$ cat src/rtl/m4au_pkg.sv
`timescale 1ns / 1ps
// ----------------------------------------------------------------------------
// m4au_pkg
// Types, constants and fixed-point helpers shared by the 4x4 matrix unit.
// ----------------------------------------------------------------------------
package m4au_pkg;

    localparam int VW = 32;
    localparam int FB = 16;
    localparam int SW = 36;
    localparam int QW = VW + FB;

    localparam logic signed [VW-1:0] MAXV = {1'b0, {(VW-1){1'b1}}};
    localparam logic signed [VW-1:0] MINV = {1'b1, {(VW-1){1'b0}}};
    localparam logic [VW-1:0]        ONE  = VW'(1) << FB;

    localparam logic [1:0] ST_OK  = 2'd0;
    localparam logic [1:0] ST_SAT = 2'd1;
    localparam logic [1:0] ST_DIVZ = 2'd2;

    localparam logic [2:0] SCR_M01 = 3'd0;
    localparam logic [2:0] SCR_M02 = 3'd1;
    localparam logic [2:0] SCR_M03 = 3'd2;
    localparam logic [2:0] SCR_M12 = 3'd3;
    localparam logic [2:0] SCR_M13 = 3'd4;
    localparam logic [2:0] SCR_M23 = 3'd5;
    localparam logic [2:0] SCR_C3  = 3'd6;

    localparam logic [4:0] DET_LAST = 5'd27;
    localparam logic [5:0] DIV_LAST = 6'(QW - 1);

    typedef enum logic [3:0] {
        ACT_WR_OP  = 4'd0,
        ACT_WR_ACC = 4'd1,
        ACT_ADD    = 4'd2,
        ACT_SUB    = 4'd3,
        ACT_MATMUL = 4'd4,
        ACT_SCALE  = 4'd5,
        ACT_DIVIDE = 4'd6,
        ACT_TRANSP = 4'd7,
        ACT_READ   = 4'd8,
        ACT_DET    = 4'd9,
        ACT_IDENT  = 4'd10
    } t_action;

    typedef enum logic [4:0] {
        S_IDLE, S_DISP, S_ELEM, S_COPY, S_MLOAD, S_MUL, S_MACC, S_SLOAD, S_SWR,
        S_DINIT, S_DSTEP, S_DWR, S_XLDX, S_XLDY, S_XACC, S_XFIN, S_DONE
    } t_state;

    typedef enum logic [4:0] {
        DP_NOP, DP_WR_OP, DP_WR_ACC, DP_READ, DP_ADDSUB, DP_IDENT, DP_TR, DP_COPY,
        DP_LD_AO, DP_LD_AV, DP_LD_XO, DP_LD_Y, DP_MUL, DP_SUMP, DP_DETP,
        DP_DET_FIN, DP_WR_FM, DP_DIV_INIT, DP_DIV_STEP, DP_DIV_WR, DP_DIVZ
    } t_dp_op;

    typedef struct packed {
        t_dp_op     op;
        logic [3:0] addr_a;
        logic [3:0] addr_b;
        logic       b_scr;
        logic       first;
        logic       neg;
        logic       sub;
        logic       store_tmp;
        logic       store_scr;
        logic [2:0] dst;
        logic       accept;
        logic       finish;
    } t_dp_cmd;

    typedef struct packed {
        logic val_zero;
    } t_dp_status;

    typedef struct packed {
        logic                 sat;
        logic signed [VW-1:0] v;
    } t_sat_val;

    typedef struct packed {
        logic [3:0] a;
        logic [3:0] b;
        logic       b_scr;
        logic       neg;
        logic       first;
        logic       store;
        logic [2:0] dst;
        logic       to_det;
    } t_det_uop;

    // Saturate a wide exact sum to the element range.
    function automatic t_sat_val sat_wide(input logic signed [SW-1:0] x);
        t_sat_val r;
        if (x > SW'(MAXV)) begin
            r.sat = 1'b1;
            r.v   = MAXV;
        end else if (x < SW'(MINV)) begin
            r.sat = 1'b1;
            r.v   = MINV;
        end else begin
            r.sat = 1'b0;
            r.v   = x[VW-1:0];
        end
        return r;
    endfunction

    // Fixed-point product: floor of the full product over 2^FB, saturated.
    function automatic t_sat_val fmul_sat(input logic signed [2*VW-1:0] p);
        t_sat_val             r;
        logic signed [QW-1:0] sh;
        sh = p[2*VW-1:FB];
        if (sh > QW'(MAXV)) begin
            r.sat = 1'b1;
            r.v   = MAXV;
        end else if (sh < QW'(MINV)) begin
            r.sat = 1'b1;
            r.v   = MINV;
        end else begin
            r.sat = 1'b0;
            r.v   = sh[VW-1:0];
        end
        return r;
    endfunction

    // Signed quotient from its magnitude, saturated.
    function automatic t_sat_val div_fix(input logic neg, input logic [QW-1:0] q);
        t_sat_val      r;
        logic [QW-1:0] nq;
        nq = ~q + QW'(1);
        r.sat = 1'b0;
        if (!neg) begin
            if (q > QW'(MAXV)) begin
                r.sat = 1'b1;
                r.v   = MAXV;
            end else begin
                r.v = q[VW-1:0];
            end
        end else begin
            if (q > (QW'(MAXV) + QW'(1))) begin
                r.sat = 1'b1;
                r.v   = MINV;
            end else begin
                r.v = nq[VW-1:0];
            end
        end
        return r;
    endfunction

    function automatic logic [VW-1:0] mag(input logic signed [VW-1:0] x);
        return x[VW-1] ? (~x + VW'(1)) : x;
    endfunction

    function automatic t_det_uop mk(input logic [3:0] a, input logic [3:0] b,
                                    input logic b_scr, input logic neg,
                                    input logic first, input logic store,
                                    input logic [2:0] dst, input logic to_det);
        t_det_uop u;
        u.a = a; u.b = b; u.b_scr = b_scr; u.neg = neg; u.first = first;
        u.store = store; u.dst = dst; u.to_det = to_det;
        return u;
    endfunction

    // Determinant sequence: six 2x2 minors of rows 2 and 3, then for each
    // column of row 0 a 3x3 cofactor over row 1 and its signed term.
    function automatic t_det_uop det_uop(input logic [4:0] i);
        t_det_uop u;
        case (i)
            5'd0:  u = mk(4'd8,  4'd13, 1'b0, 1'b0, 1'b1, 1'b0, SCR_M01, 1'b0);
            5'd1:  u = mk(4'd9,  4'd12, 1'b0, 1'b1, 1'b0, 1'b1, SCR_M01, 1'b0);
            5'd2:  u = mk(4'd8,  4'd14, 1'b0, 1'b0, 1'b1, 1'b0, SCR_M02, 1'b0);
            5'd3:  u = mk(4'd10, 4'd12, 1'b0, 1'b1, 1'b0, 1'b1, SCR_M02, 1'b0);
            5'd4:  u = mk(4'd8,  4'd15, 1'b0, 1'b0, 1'b1, 1'b0, SCR_M03, 1'b0);
            5'd5:  u = mk(4'd11, 4'd12, 1'b0, 1'b1, 1'b0, 1'b1, SCR_M03, 1'b0);
            5'd6:  u = mk(4'd9,  4'd14, 1'b0, 1'b0, 1'b1, 1'b0, SCR_M12, 1'b0);
            5'd7:  u = mk(4'd10, 4'd13, 1'b0, 1'b1, 1'b0, 1'b1, SCR_M12, 1'b0);
            5'd8:  u = mk(4'd9,  4'd15, 1'b0, 1'b0, 1'b1, 1'b0, SCR_M13, 1'b0);
            5'd9:  u = mk(4'd11, 4'd13, 1'b0, 1'b1, 1'b0, 1'b1, SCR_M13, 1'b0);
            5'd10: u = mk(4'd10, 4'd15, 1'b0, 1'b0, 1'b1, 1'b0, SCR_M23, 1'b0);
            5'd11: u = mk(4'd11, 4'd14, 1'b0, 1'b1, 1'b0, 1'b1, SCR_M23, 1'b0);
            5'd12: u = mk(4'd5, {1'b0, SCR_M23}, 1'b1, 1'b0, 1'b1, 1'b0, SCR_C3, 1'b0);
            5'd13: u = mk(4'd6, {1'b0, SCR_M13}, 1'b1, 1'b1, 1'b0, 1'b0, SCR_C3, 1'b0);
            5'd14: u = mk(4'd7, {1'b0, SCR_M12}, 1'b1, 1'b0, 1'b0, 1'b1, SCR_C3, 1'b0);
            5'd15: u = mk(4'd0, {1'b0, SCR_C3},  1'b1, 1'b0, 1'b1, 1'b0, SCR_C3, 1'b1);
            5'd16: u = mk(4'd4, {1'b0, SCR_M23}, 1'b1, 1'b0, 1'b1, 1'b0, SCR_C3, 1'b0);
            5'd17: u = mk(4'd6, {1'b0, SCR_M03}, 1'b1, 1'b1, 1'b0, 1'b0, SCR_C3, 1'b0);
            5'd18: u = mk(4'd7, {1'b0, SCR_M02}, 1'b1, 1'b0, 1'b0, 1'b1, SCR_C3, 1'b0);
            5'd19: u = mk(4'd1, {1'b0, SCR_C3},  1'b1, 1'b1, 1'b0, 1'b0, SCR_C3, 1'b1);
            5'd20: u = mk(4'd4, {1'b0, SCR_M13}, 1'b1, 1'b0, 1'b1, 1'b0, SCR_C3, 1'b0);
            5'd21: u = mk(4'd5, {1'b0, SCR_M03}, 1'b1, 1'b1, 1'b0, 1'b0, SCR_C3, 1'b0);
            5'd22: u = mk(4'd7, {1'b0, SCR_M01}, 1'b1, 1'b0, 1'b0, 1'b1, SCR_C3, 1'b0);
            5'd23: u = mk(4'd2, {1'b0, SCR_C3},  1'b1, 1'b0, 1'b0, 1'b0, SCR_C3, 1'b1);
            5'd24: u = mk(4'd4, {1'b0, SCR_M12}, 1'b1, 1'b0, 1'b1, 1'b0, SCR_C3, 1'b0);
            5'd25: u = mk(4'd5, {1'b0, SCR_M02}, 1'b1, 1'b1, 1'b0, 1'b0, SCR_C3, 1'b0);
            5'd26: u = mk(4'd6, {1'b0, SCR_M01}, 1'b1, 1'b0, 1'b0, 1'b1, SCR_C3, 1'b0);
            5'd27: u = mk(4'd3, {1'b0, SCR_C3},  1'b1, 1'b1, 1'b0, 1'b0, SCR_C3, 1'b1);
            default: u = mk(4'd0, 4'd0, 1'b0, 1'b0, 1'b0, 1'b0, SCR_C3, 1'b0);
        endcase
        return u;
    endfunction

endpackage

$ cat src/rtl/m4au_ctrl.sv
`timescale 1ns / 1ps
// ----------------------------------------------------------------------------
// m4au_ctrl
// Sequencer: walks elements, multiply steps, divider bits and the
// determinant sequence, and issues one datapath command each cycle.
// ----------------------------------------------------------------------------
module m4au_ctrl (
    input  logic                 i_clk,
    input  logic                 i_rst_n,
    input  logic                 start,
    input  logic [3:0]           i_action,
    input  m4au_pkg::t_dp_status i_status,
    output m4au_pkg::t_dp_cmd    o_cmd,
    output logic                 busy
);

    m4au_pkg::t_state  r_state, n_state;
    m4au_pkg::t_action r_action, n_action;
    logic [3:0] r_e, n_e;
    logic [1:0] r_k, n_k;
    logic [5:0] r_cnt, n_cnt;
    logic [4:0] r_u, n_u;
    m4au_pkg::t_det_uop uop;

    always_ff @(posedge i_clk) begin
        if (!i_rst_n) begin
            r_state  <= m4au_pkg::S_IDLE;
            r_action <= m4au_pkg::ACT_WR_OP;
            r_e      <= '0;
            r_k      <= '0;
            r_cnt    <= '0;
            r_u      <= '0;
        end else begin
            r_state  <= n_state;
            r_action <= n_action;
            r_e      <= n_e;
            r_k      <= n_k;
            r_cnt    <= n_cnt;
            r_u      <= n_u;
        end
    end

    always_comb begin
        uop      = m4au_pkg::det_uop(r_u);
        n_state  = r_state;
        n_action = r_action;
        n_e      = r_e;
        n_k      = r_k;
        n_cnt    = r_cnt;
        n_u      = r_u;
        o_cmd    = '0;
        o_cmd.op = m4au_pkg::DP_NOP;
        busy     = (r_state != m4au_pkg::S_IDLE);
        case (r_state)
            m4au_pkg::S_IDLE: begin
                o_cmd.accept = start;
                if (start) begin
                    n_action = m4au_pkg::t_action'(i_action);
                    n_state  = m4au_pkg::S_DISP;
                    n_e      = '0;
                    n_k      = '0;
                    n_u      = '0;
                end
            end
            m4au_pkg::S_DISP: begin
                n_state = m4au_pkg::S_DONE;
                case (r_action)
                    m4au_pkg::ACT_WR_OP:  o_cmd.op = m4au_pkg::DP_WR_OP;
                    m4au_pkg::ACT_WR_ACC: o_cmd.op = m4au_pkg::DP_WR_ACC;
                    m4au_pkg::ACT_READ:   o_cmd.op = m4au_pkg::DP_READ;
                    m4au_pkg::ACT_ADD, m4au_pkg::ACT_SUB, m4au_pkg::ACT_IDENT,
                    m4au_pkg::ACT_TRANSP: n_state = m4au_pkg::S_ELEM;
                    m4au_pkg::ACT_MATMUL: n_state = m4au_pkg::S_MLOAD;
                    m4au_pkg::ACT_SCALE:  n_state = m4au_pkg::S_SLOAD;
                    m4au_pkg::ACT_DET:    n_state = m4au_pkg::S_XLDX;
                    m4au_pkg::ACT_DIVIDE: begin
                        if (i_status.val_zero) begin
                            o_cmd.op = m4au_pkg::DP_DIVZ;
                        end else begin
                            n_state = m4au_pkg::S_DINIT;
                        end
                    end
                    default: n_state = m4au_pkg::S_DONE;
                endcase
            end
            m4au_pkg::S_ELEM: begin
                o_cmd.addr_a = r_e;
                o_cmd.addr_b = {r_e[1:0], r_e[3:2]};
                o_cmd.sub    = (r_action == m4au_pkg::ACT_SUB);
                case (r_action)
                    m4au_pkg::ACT_IDENT:  o_cmd.op = m4au_pkg::DP_IDENT;
                    m4au_pkg::ACT_TRANSP: o_cmd.op = m4au_pkg::DP_TR;
                    default:              o_cmd.op = m4au_pkg::DP_ADDSUB;
                endcase
                n_e = r_e + 4'd1;
                if (r_e == 4'd15) begin
                    n_state = (r_action == m4au_pkg::ACT_TRANSP) ? m4au_pkg::S_COPY
                                                                 : m4au_pkg::S_DONE;
                end
            end
            m4au_pkg::S_COPY: begin
                o_cmd.op     = m4au_pkg::DP_COPY;
                o_cmd.addr_a = r_e;
                n_e          = r_e + 4'd1;
                if (r_e == 4'd15) begin
                    n_state = m4au_pkg::S_DONE;
                end
            end
            m4au_pkg::S_MLOAD: begin
                o_cmd.op     = m4au_pkg::DP_LD_AO;
                o_cmd.addr_a = {r_e[3:2], r_k};
                o_cmd.addr_b = {r_k, r_e[1:0]};
                n_state      = m4au_pkg::S_MUL;
            end
            m4au_pkg::S_MUL: begin
                o_cmd.op = m4au_pkg::DP_MUL;
                case (r_action)
                    m4au_pkg::ACT_MATMUL: n_state = m4au_pkg::S_MACC;
                    m4au_pkg::ACT_SCALE:  n_state = m4au_pkg::S_SWR;
                    default:              n_state = m4au_pkg::S_XACC;
                endcase
            end
            m4au_pkg::S_MACC: begin
                o_cmd.op        = m4au_pkg::DP_SUMP;
                o_cmd.addr_a    = r_e;
                o_cmd.first     = (r_k == 2'd0);
                o_cmd.store_tmp = (r_k == 2'd3);
                n_k             = r_k + 2'd1;
                n_state         = m4au_pkg::S_MLOAD;
                if (r_k == 2'd3) begin
                    n_e = r_e + 4'd1;
                    if (r_e == 4'd15) begin
                        n_state = m4au_pkg::S_COPY;
                    end
                end
            end
            m4au_pkg::S_SLOAD: begin
                o_cmd.op     = m4au_pkg::DP_LD_AV;
                o_cmd.addr_a = r_e;
                n_state      = m4au_pkg::S_MUL;
            end
            m4au_pkg::S_SWR: begin
                o_cmd.op     = m4au_pkg::DP_WR_FM;
                o_cmd.addr_a = r_e;
                n_e          = r_e + 4'd1;
                n_state      = (r_e == 4'd15) ? m4au_pkg::S_DONE : m4au_pkg::S_SLOAD;
            end
            m4au_pkg::S_DINIT: begin
                o_cmd.op     = m4au_pkg::DP_DIV_INIT;
                o_cmd.addr_a = r_e;
                n_cnt        = '0;
                n_state      = m4au_pkg::S_DSTEP;
            end
            m4au_pkg::S_DSTEP: begin
                o_cmd.op = m4au_pkg::DP_DIV_STEP;
                n_cnt    = r_cnt + 6'd1;
                if (r_cnt == m4au_pkg::DIV_LAST) begin
                    n_state = m4au_pkg::S_DWR;
                end
            end
            m4au_pkg::S_DWR: begin
                o_cmd.op     = m4au_pkg::DP_DIV_WR;
                o_cmd.addr_a = r_e;
                n_e          = r_e + 4'd1;
                n_state      = (r_e == 4'd15) ? m4au_pkg::S_DONE : m4au_pkg::S_DINIT;
            end
            m4au_pkg::S_XLDX: begin
                o_cmd.op     = m4au_pkg::DP_LD_XO;
                o_cmd.addr_a = uop.a;
                n_state      = m4au_pkg::S_XLDY;
            end
            m4au_pkg::S_XLDY: begin
                o_cmd.op     = m4au_pkg::DP_LD_Y;
                o_cmd.addr_b = uop.b;
                o_cmd.b_scr  = uop.b_scr;
                n_state      = m4au_pkg::S_MUL;
            end
            m4au_pkg::S_XACC: begin
                o_cmd.op        = uop.to_det ? m4au_pkg::DP_DETP : m4au_pkg::DP_SUMP;
                o_cmd.first     = uop.first;
                o_cmd.neg       = uop.neg;
                o_cmd.store_scr = uop.store & ~uop.to_det;
                o_cmd.dst       = uop.dst;
                n_u             = r_u + 5'd1;
                n_state = (r_u == m4au_pkg::DET_LAST) ? m4au_pkg::S_XFIN : m4au_pkg::S_XLDX;
            end
            m4au_pkg::S_XFIN: begin
                o_cmd.op = m4au_pkg::DP_DET_FIN;
                n_state  = m4au_pkg::S_DONE;
            end
            m4au_pkg::S_DONE: begin
                o_cmd.finish = 1'b1;
                n_state      = m4au_pkg::S_IDLE;
            end
            default: n_state = m4au_pkg::S_IDLE;
        endcase
    end

endmodule

$ cat config.mk
export PLATFORM = sky130hd
export DESIGN_NAME = m4au_ctrl
export DESIGN_NICKNAME = d
export VERILOG_FILES = /design/src/rtl/m4au_pkg.sv /design/src/rtl/m4au_ctrl.sv
export SDC_FILE = /design/constraint.sdc
export NUM_CORES = 1
export LEC_CHECK = 0
export ABC_AREA = 0
export BUFFER_PORTS_ARGS = -buffer_cell sky130_fd_sc_hd__buf_2
export CAP_MARGIN = 20
export CORE_AREA = 2 2 85 87
export CTS_CLUSTER_SIZE = 28
export DETAILED_ROUTE_END_ITERATION = 7
export DIE_AREA = 0 0 87 89
export HOLD_SLACK_MARGIN = 0.15
export SYNTH_ARGS = -nofsm -noshare
export SYNTH_HDL_FRONTEND = slang
export SYNTH_SLANG_ARGS = --single-unit
$ cat constraint.sdc
create_clock -name i_clk -period 4.01 [get_ports i_clk]
set_clock_uncertainty 0.1 [all_clocks]
set_input_delay 0.2005 -clock i_clk [delete_from_list [all_inputs] [get_ports i_clk]]
set_output_delay 0.2005 -clock i_clk [all_outputs]
set_load 0.03 [all_outputs]
==> results.yml, run 1 <==
pwr:
  finalPower_mw: 1.350
  p_per_area_mw_per_mm2: 402.4
  p_leak_nw: 1.407
  ir_worst_vdd_mv: 0.1609
synthesis:
  yosysWarnings: 0
  synth.distinct_cells: 64
  synth_nets: 412
  synth_edf_count: 0
  yosysSeqAreaShare: 0.2764
  ys.flop_type: "dfxtp_1"
  synth_top_area_frac: 0.2764
  syn_avg_cell_area_sq_um: 7.594
  yosys.area.top_type: "dfxtp_1"
  synth_area_sq_mm: 0.002969
  synthCells: 391
  yosys-top-cells-area: "dfxtp_1 28%, ha_1 5.5%, a21oi_1 4.7%"
  synthArstFlopShare: 0
  ys_ff_latch: 41
layout:
  syn_to_final_growth_pct: 13.02
  most-common-layout-cells: "41 x dfxtp_1, 37 x nor2_1, 36 x nand2_1"
  nets: 441
  multiInputGateArea_sq_mm: 0.001973
  layout-drive-gt1-share: 0.1544
  nFillCells: 661
  utilization: 0.4994
  final_common_cell: "dfxtp_1"
  diodes: 0
  register_area_sq_um: 820.8
sta:
  max_freq_mhz: 340.5
  hold_viol: 0
  setup_ws_ps: 1073
  tightest_slew_ps: 828.7
  setup_viol_count_final: 0
  fin_tns_setup_ps: 0
  timing.slew.headroom: 0.4366
  maxSlewViolCount: 0
  fin_crit_ps: 2937
  rsz0062_at_grt: "no"
  finalCritPeriodShare: 0.7324
clock_network:
  cts-root-buf: "clkbuf_8"
  cts_resized: 0
  clockBufferDepth: 2
  cts_tree: "built"
  cts_hold_buf: 5
  cts_inserted_buffers: 5
  clock-sinks: 41
  path_clk_slew_ps: 90
  htree_levels: 2
  clk_latency_ps: 300
  post_cts_buffers: 0
critical_path:
  r2r_slack_ps: 1070
  timing.critical_path.slowest_stage_cell: "nor4b_1"
  timing.rr.start: "r_state[1]"
  rr_endpoint: "uop[13]"
  max_stage_delay_ps: 580
  cpMostUsedCell: "nor4b_1"
  path_cells: "nor4b_1 -> o21ai_0 -> mux2_2 -> nand2_1 -> inv_1 -> ha_1 -> nor4_1 -> a21oi_1 -> nor4b_1"
  critPathArrivalTime_ps: 3010
  cp-start-kind: "flop"
  crit_fanout: 9
  reg2reg_depth: 9
  endpoint_kind: "flop"
  crit_type: "reg2reg"
  worstPathRequired_ps: 4090
placement:
  dp_hpwl_microns: 5873
  io_buffers: 32
  globalplace.congestion: 0.9047
  dp_slack_ps: 1120
floorplanning:
  die_area_sq_mm: 0.007743
  initial_core_util: 0.4419
  die_h_microns: 89
  die_x_microns: 87
  rows: 30
  ios: 33
  core_area_sq_mm: 0.006719
drt:
  postRouteAntennaNets: 0
  route.detailed.drc: 0
  vias: 2914
  firstDrtPassIters: 5
  drt_iter0_drc: 203
  vias_per_cell: 5.816
  post_drt_wl_per_cell_microns: 15.89
  drt-total-wl_microns: 7961
global_route:
  grt_max_degree: 26
  grt_pass1_vias: 2722
  grt_antenna_before_repair: 0
  grt_overflow: 0
  groute.usage.overall: 0.2170
  grt_pass1_wl_microns: 13360
hold_path:
  hold_path_class: "in2reg"
  min_to: "r_state[4]"
  hold_path_depth: 3
  min-delay-start: "i_status"
flow_run:
  drv_cap: 0
run_status:
  status: "complete, no violations"
-- where the power goes --
part | switching, mW | leakage [nW] | total [mW] | internal [mW]
Clock | 0.150 | 0.0585 | 0.337 | 0.187
Sequential | 0.0436 | 0.331 | 0.475 | 0.431
Combinational | 0.354 | 1.02 | 0.539 | 0.185
Total | 0.548 | 1.41 | 1.35 | 0.802
-- per-layer routing --
metal,global-route usage,routed length (microns),vias to the layer above
met5,0,0,-
met4,0.06392,136,0
met3,0.03047,333,11
met2,0.3560,3713,79
met1,0.2975,3778,1349
li1,-,-,1475
-- worst max-delay path: cells and delay by family (launching register included) --
kind / cells / cell delay (ps)
compound gates: 2 / 280
flops: 1 / 370
buf+inv: 1 / 200
simple gates: 4 / 1270
mux: 1 / 300
fa+ha+maj: 1 / 300
-- area by class of cell --
class                   instances  share of cell area
multi-input cells             308              0.5880
repair buffers                 47             0.08501
inverters                      17             0.01902
well taps                      80             0.02983
flip-flops and latches         41              0.2446
clock inverters                 3             0.01305
clock buffers                   5             0.02051
-- state kept, by name, summed over array words and instances (netlist names) --
register	count
r_u	5
r_state	5
uop	15
r_cnt	6
r_k	2
r_e	4
r_action	4
-- Yosys cell counts (2+ instances only) --
library cell / instances
buf_1: 2
o211ai_1: 4
mux2_2: 2
dfxtp_1: 41
a22o_1: 6
nor3b_1: 3
buf_6: 2
and3b_1: 2
or2_2: 3
or4_1: 2
o31ai_1: 3
o22a_1: 2
a222oi_1: 4
and2_1: 6
a22oi_1: 7
mux2i_1: 6
inv_1: 16
xnor2_1: 5
o311ai_0: 3
nand3_1: 12
a211oi_1: 5
a211o_1: 3
or3_1: 3
xor2_1: 2
a21oi_1: 28
nor2_1: 37
o22ai_1: 4
and3_1: 6
o21a_1: 2
ha_1: 13
buf_2: 2
o32ai_1: 3
clkbuf_1: 19
a31oi_1: 3
nand2b_1: 10
nand2_1: 36
a31o_2: 3
o21ai_0: 20
nor3_1: 17
nor2b_1: 13
nor4b_1: 2
nand4_1: 7
-- through the flow --
stage | instances | hold WS (ps) | instance area [sq um]
finish | 501 | 171.8 | 3356
global route | 501 | 182.0 | 3356
CTS | 501 | 170.4 | 3356
detailed placement | 488 | 343.0 | 3193
global placement | 488 | 334.6 | 3193
floorplan | 391 | 222.2 | 2969
-- cell families after synthesis --
logic type	after synthesis	synth area share
AO/OA/AOI/OAI	110	0.2566
adder cells (fa/ha/maj)	13	0.05478
AND/OR/NAND/NOR	167	0.2908
multiplexers	10	0.03624
buffers and inverters	42	0.05900
XOR/XNOR	8	0.02613
flip-flops	41	0.2764
-- worst max-delay path by stage --
stage / end / from / depth (start not counted)
after floorplan: o_cmd[20] / r_state[4] / 7
after global placement: uop[13] / r_state[1] / 9
after detailed placement: uop[13] / r_state[1] / 9
after CTS: uop[13] / r_state[1] / 9
after global routing: uop[13] / r_state[1] / 9
final: uop[13] / r_state[1] / 9
No activity file was read; power rests on OpenSTA's default activity.
==> inputs of run 2 (changes only) <==
==> constraint.sdc (replaced) <==
create_clock -name i_clk -period 2.45 [get_ports i_clk]
set_clock_uncertainty 0.1 [all_clocks]
set_input_delay 0.1225 -clock i_clk [delete_from_list [all_inputs] [get_ports i_clk]]
set_output_delay 0.1225 -clock i_clk [all_outputs]
set_load 0.03 [all_outputs]
==> run 2 against run 1 <==
Net effect:
- the run now ends with negative setup slack left
- count of clock-buffer cells in the layout unchanged
- combinational power up 82%
- critical path depth decreased by 2
- flip-flop and latch count is the same
- die area is the same
- first-iteration DRC count down 3.9%
- total power is 80% higher
- wire length up 9.4%
- cell area rose by 15%
- sequential power grew 65%
- hold slack improved by 220 ps
- global-route usage grew 1.4 points
- critical endpoint is now uop[9]
- largest cell class unchanged
- largest power group unchanged
==> results.yml, run 2 (synthesized netlist as in run 1, its figures left out) <==
drt:
  vias_per_cell: 5.840
  met3_length_microns: 351
  drt_iter0_drc: 195
  drt-total-wl_microns: 8708
  topRoutingLayerUsed: "met4"
  met1Wirelength_microns: 4141
  vias: 3177
  dr_wl_met2_microns: 4075
  route.detailed.drc: 0
  firstDrtPassIters: 5
  postRouteAntennaNets: 0
  post_drt_wl_per_cell_microns: 16.01
layout:
  fin_area_sq_mm: 0.003846
  nFillCells: 627
  final_common_cell: "buf_4"
  utilization: 0.5724
  diodes: 0
  most-common-layout-cells: "51 x buf_4, 39 x dfxtp_1, 36 x nor2_1"
  largest_reg_flops: 15
  nets: 484
  syn_to_final_growth_pct: 29.54
  layout-drive-gt1-share: 0.2802
placement:
  dp_hpwl_microns: 6416
  dp_slack_ps: -17.30
  io_buffers: 32
  globalplace.congestion: 0.9045
  post_dp_cell_area_sq_mm: 0.003537
clock_network:
  cts-root-buf: "clkbuf_8"
  cts_tree: "built"
  cts_inserted_buffers: 5
  clk_latency_ps: 300
  clock-sinks: 41
  htree_levels: 2
  clockBufferDepth: 2
  path_clk_slew_ps: 90
sta:
  timing.slew.headroom: 0.5449
  setup_viol_count_final: 2
  fin_crit_ps: 2473
  rsz0062_at_grt: "yes"
  max_freq_mhz: 404.4
  tightest_slew_ps: 675.5
  setup_ws_ps: -22.74
  holdWs_ps: 391.1
  finalCritPeriodShare: 1.009
  hold_viol: 0
  maxSlewViolCount: 0
critical_path:
  timing.rr.start: "r_state[1]"
  worstPathRequired_ps: 2540
  cpMostUsedCell: "buf_4"
  r2r_slack_ps: -20
  path_cells: "or4b_4 -> a2111oi_4 -> mux2i_4 -> buf_4 -> buf_4 -> a211oi_1 -> o22a_1"
  crit_fanout: 7
  max_stage_delay_ps: 580
  critPathArrivalTime_ps: 2570
  endpoint_kind: "flop"
  reg2reg_depth: 7
  cp-start-kind: "flop"
  crit_type: "reg2reg"
  rr_endpoint: "uop[9]"
  timing.critical_path.slowest_stage_cell: "or4b_4"
run_status:
  failed_checks: "negative setup slack"
  status: "finished, violations left"
global_route:
  groute.usage.overall: 0.2309
  grt_antenna_before_repair: 0
  grt_pass1_vias: 2978
  grt_max_degree: 27
  grt_pass1_wl_microns: 14210
  grt_overflow: 0
floorplanning:
  die_x_microns: 87
  ios: 33
  initial_core_util: 0.4419
  core_area_sq_mm: 0.006719
  die_area_sq_mm: 0.007743
  rows: 30
  die_h_microns: 89
hold_path:
  min_to: "r_state[1]"
  min-delay-start: "start"
  hold_path_depth: 6
  hold_path_class: "in2reg"
pwr:
  ir_worst_vdd_mv: 0.2760
  p_leak_nw: 1.668
  p_per_area_mw_per_mm2: 630.9
flow_run:
  drv_cap: 0
[run 2: per-stage QoR]
stage               setup TNS [ps]  cells  power (mW)
floorplan                   -718.3    391       1.455
global placement                 0    527       1.711
detailed placement          -17.30    527       1.715
CTS                              0    542       2.385
global route                -724.2    544       2.566
finish                      -41.86    544       2.426
[run 2: cell type report]
cell class / instances / area, sq um / share of cell area
Clock buffer: 5 / 68.82 / 0.01789
Tap cell: 80 / 100.1 / 0.02602
Multi-Input combinational cell: 308 / 2090 / 0.5433
Clock inverter: 3 / 65.06 / 0.01692
Sequential cell: 41 / 823.3 / 0.2141
Timing Repair Buffer: 90 / 635.6 / 0.1653
Inverter: 17 / 63.81 / 0.01659
[run 2: critical path, delay by kind of cell (launching register included)]
| kind | cells | cell delay [ps] |
|---|---|---|
| AO/OA/AOI/OAI | 3 | 660 |
| AND/OR/NAND/NOR | 1 | 580 |
| multiplexers | 1 | 410 |
| flip-flops | 1 | 340 |
| buffers and inverters | 2 | 290 |
[run 2: routing by layer]
metal	GRT usage	up-vias
met1	0.3172	1512
met5	0	-
met3	0.03232	14
met4	0.08097	0
li1	-	1563
met2	0.3720	88
[run 2: how the worst max path moves through the flow]
stage          startpoint       to  slack, ps  cells after the start
2_1_floorplan  r_state[3]   uop[5]       -130                      8
6_report       r_state[1]   uop[9]        -20                      7
4_1_cts        r_state[1]   uop[8]          6                      7
3_5_place_dp   r_state[2]  uop[13]        -20                      6
5_1_grt        r_state[1]   uop[9]       -120                      7
3_3_place_gp   r_state[2]   uop[8]         50                      7
[run 2: timing repair]
item	4_1_cts	5_1_grt
hold buffers	6	0
pin swaps	0	1
endpoints found under the setup margin	4	23
gates resized for setup	6	18
buffers inserted	1	2
endpoints found under the hold margin	6	0
[run 2: where the power goes]
part	internal (mW)	switching (mW)	total (mW)
sequential	0.707	0.0785	0.785
combinational	0.363	0.617	0.980
clock	0.405	0.256	0.661
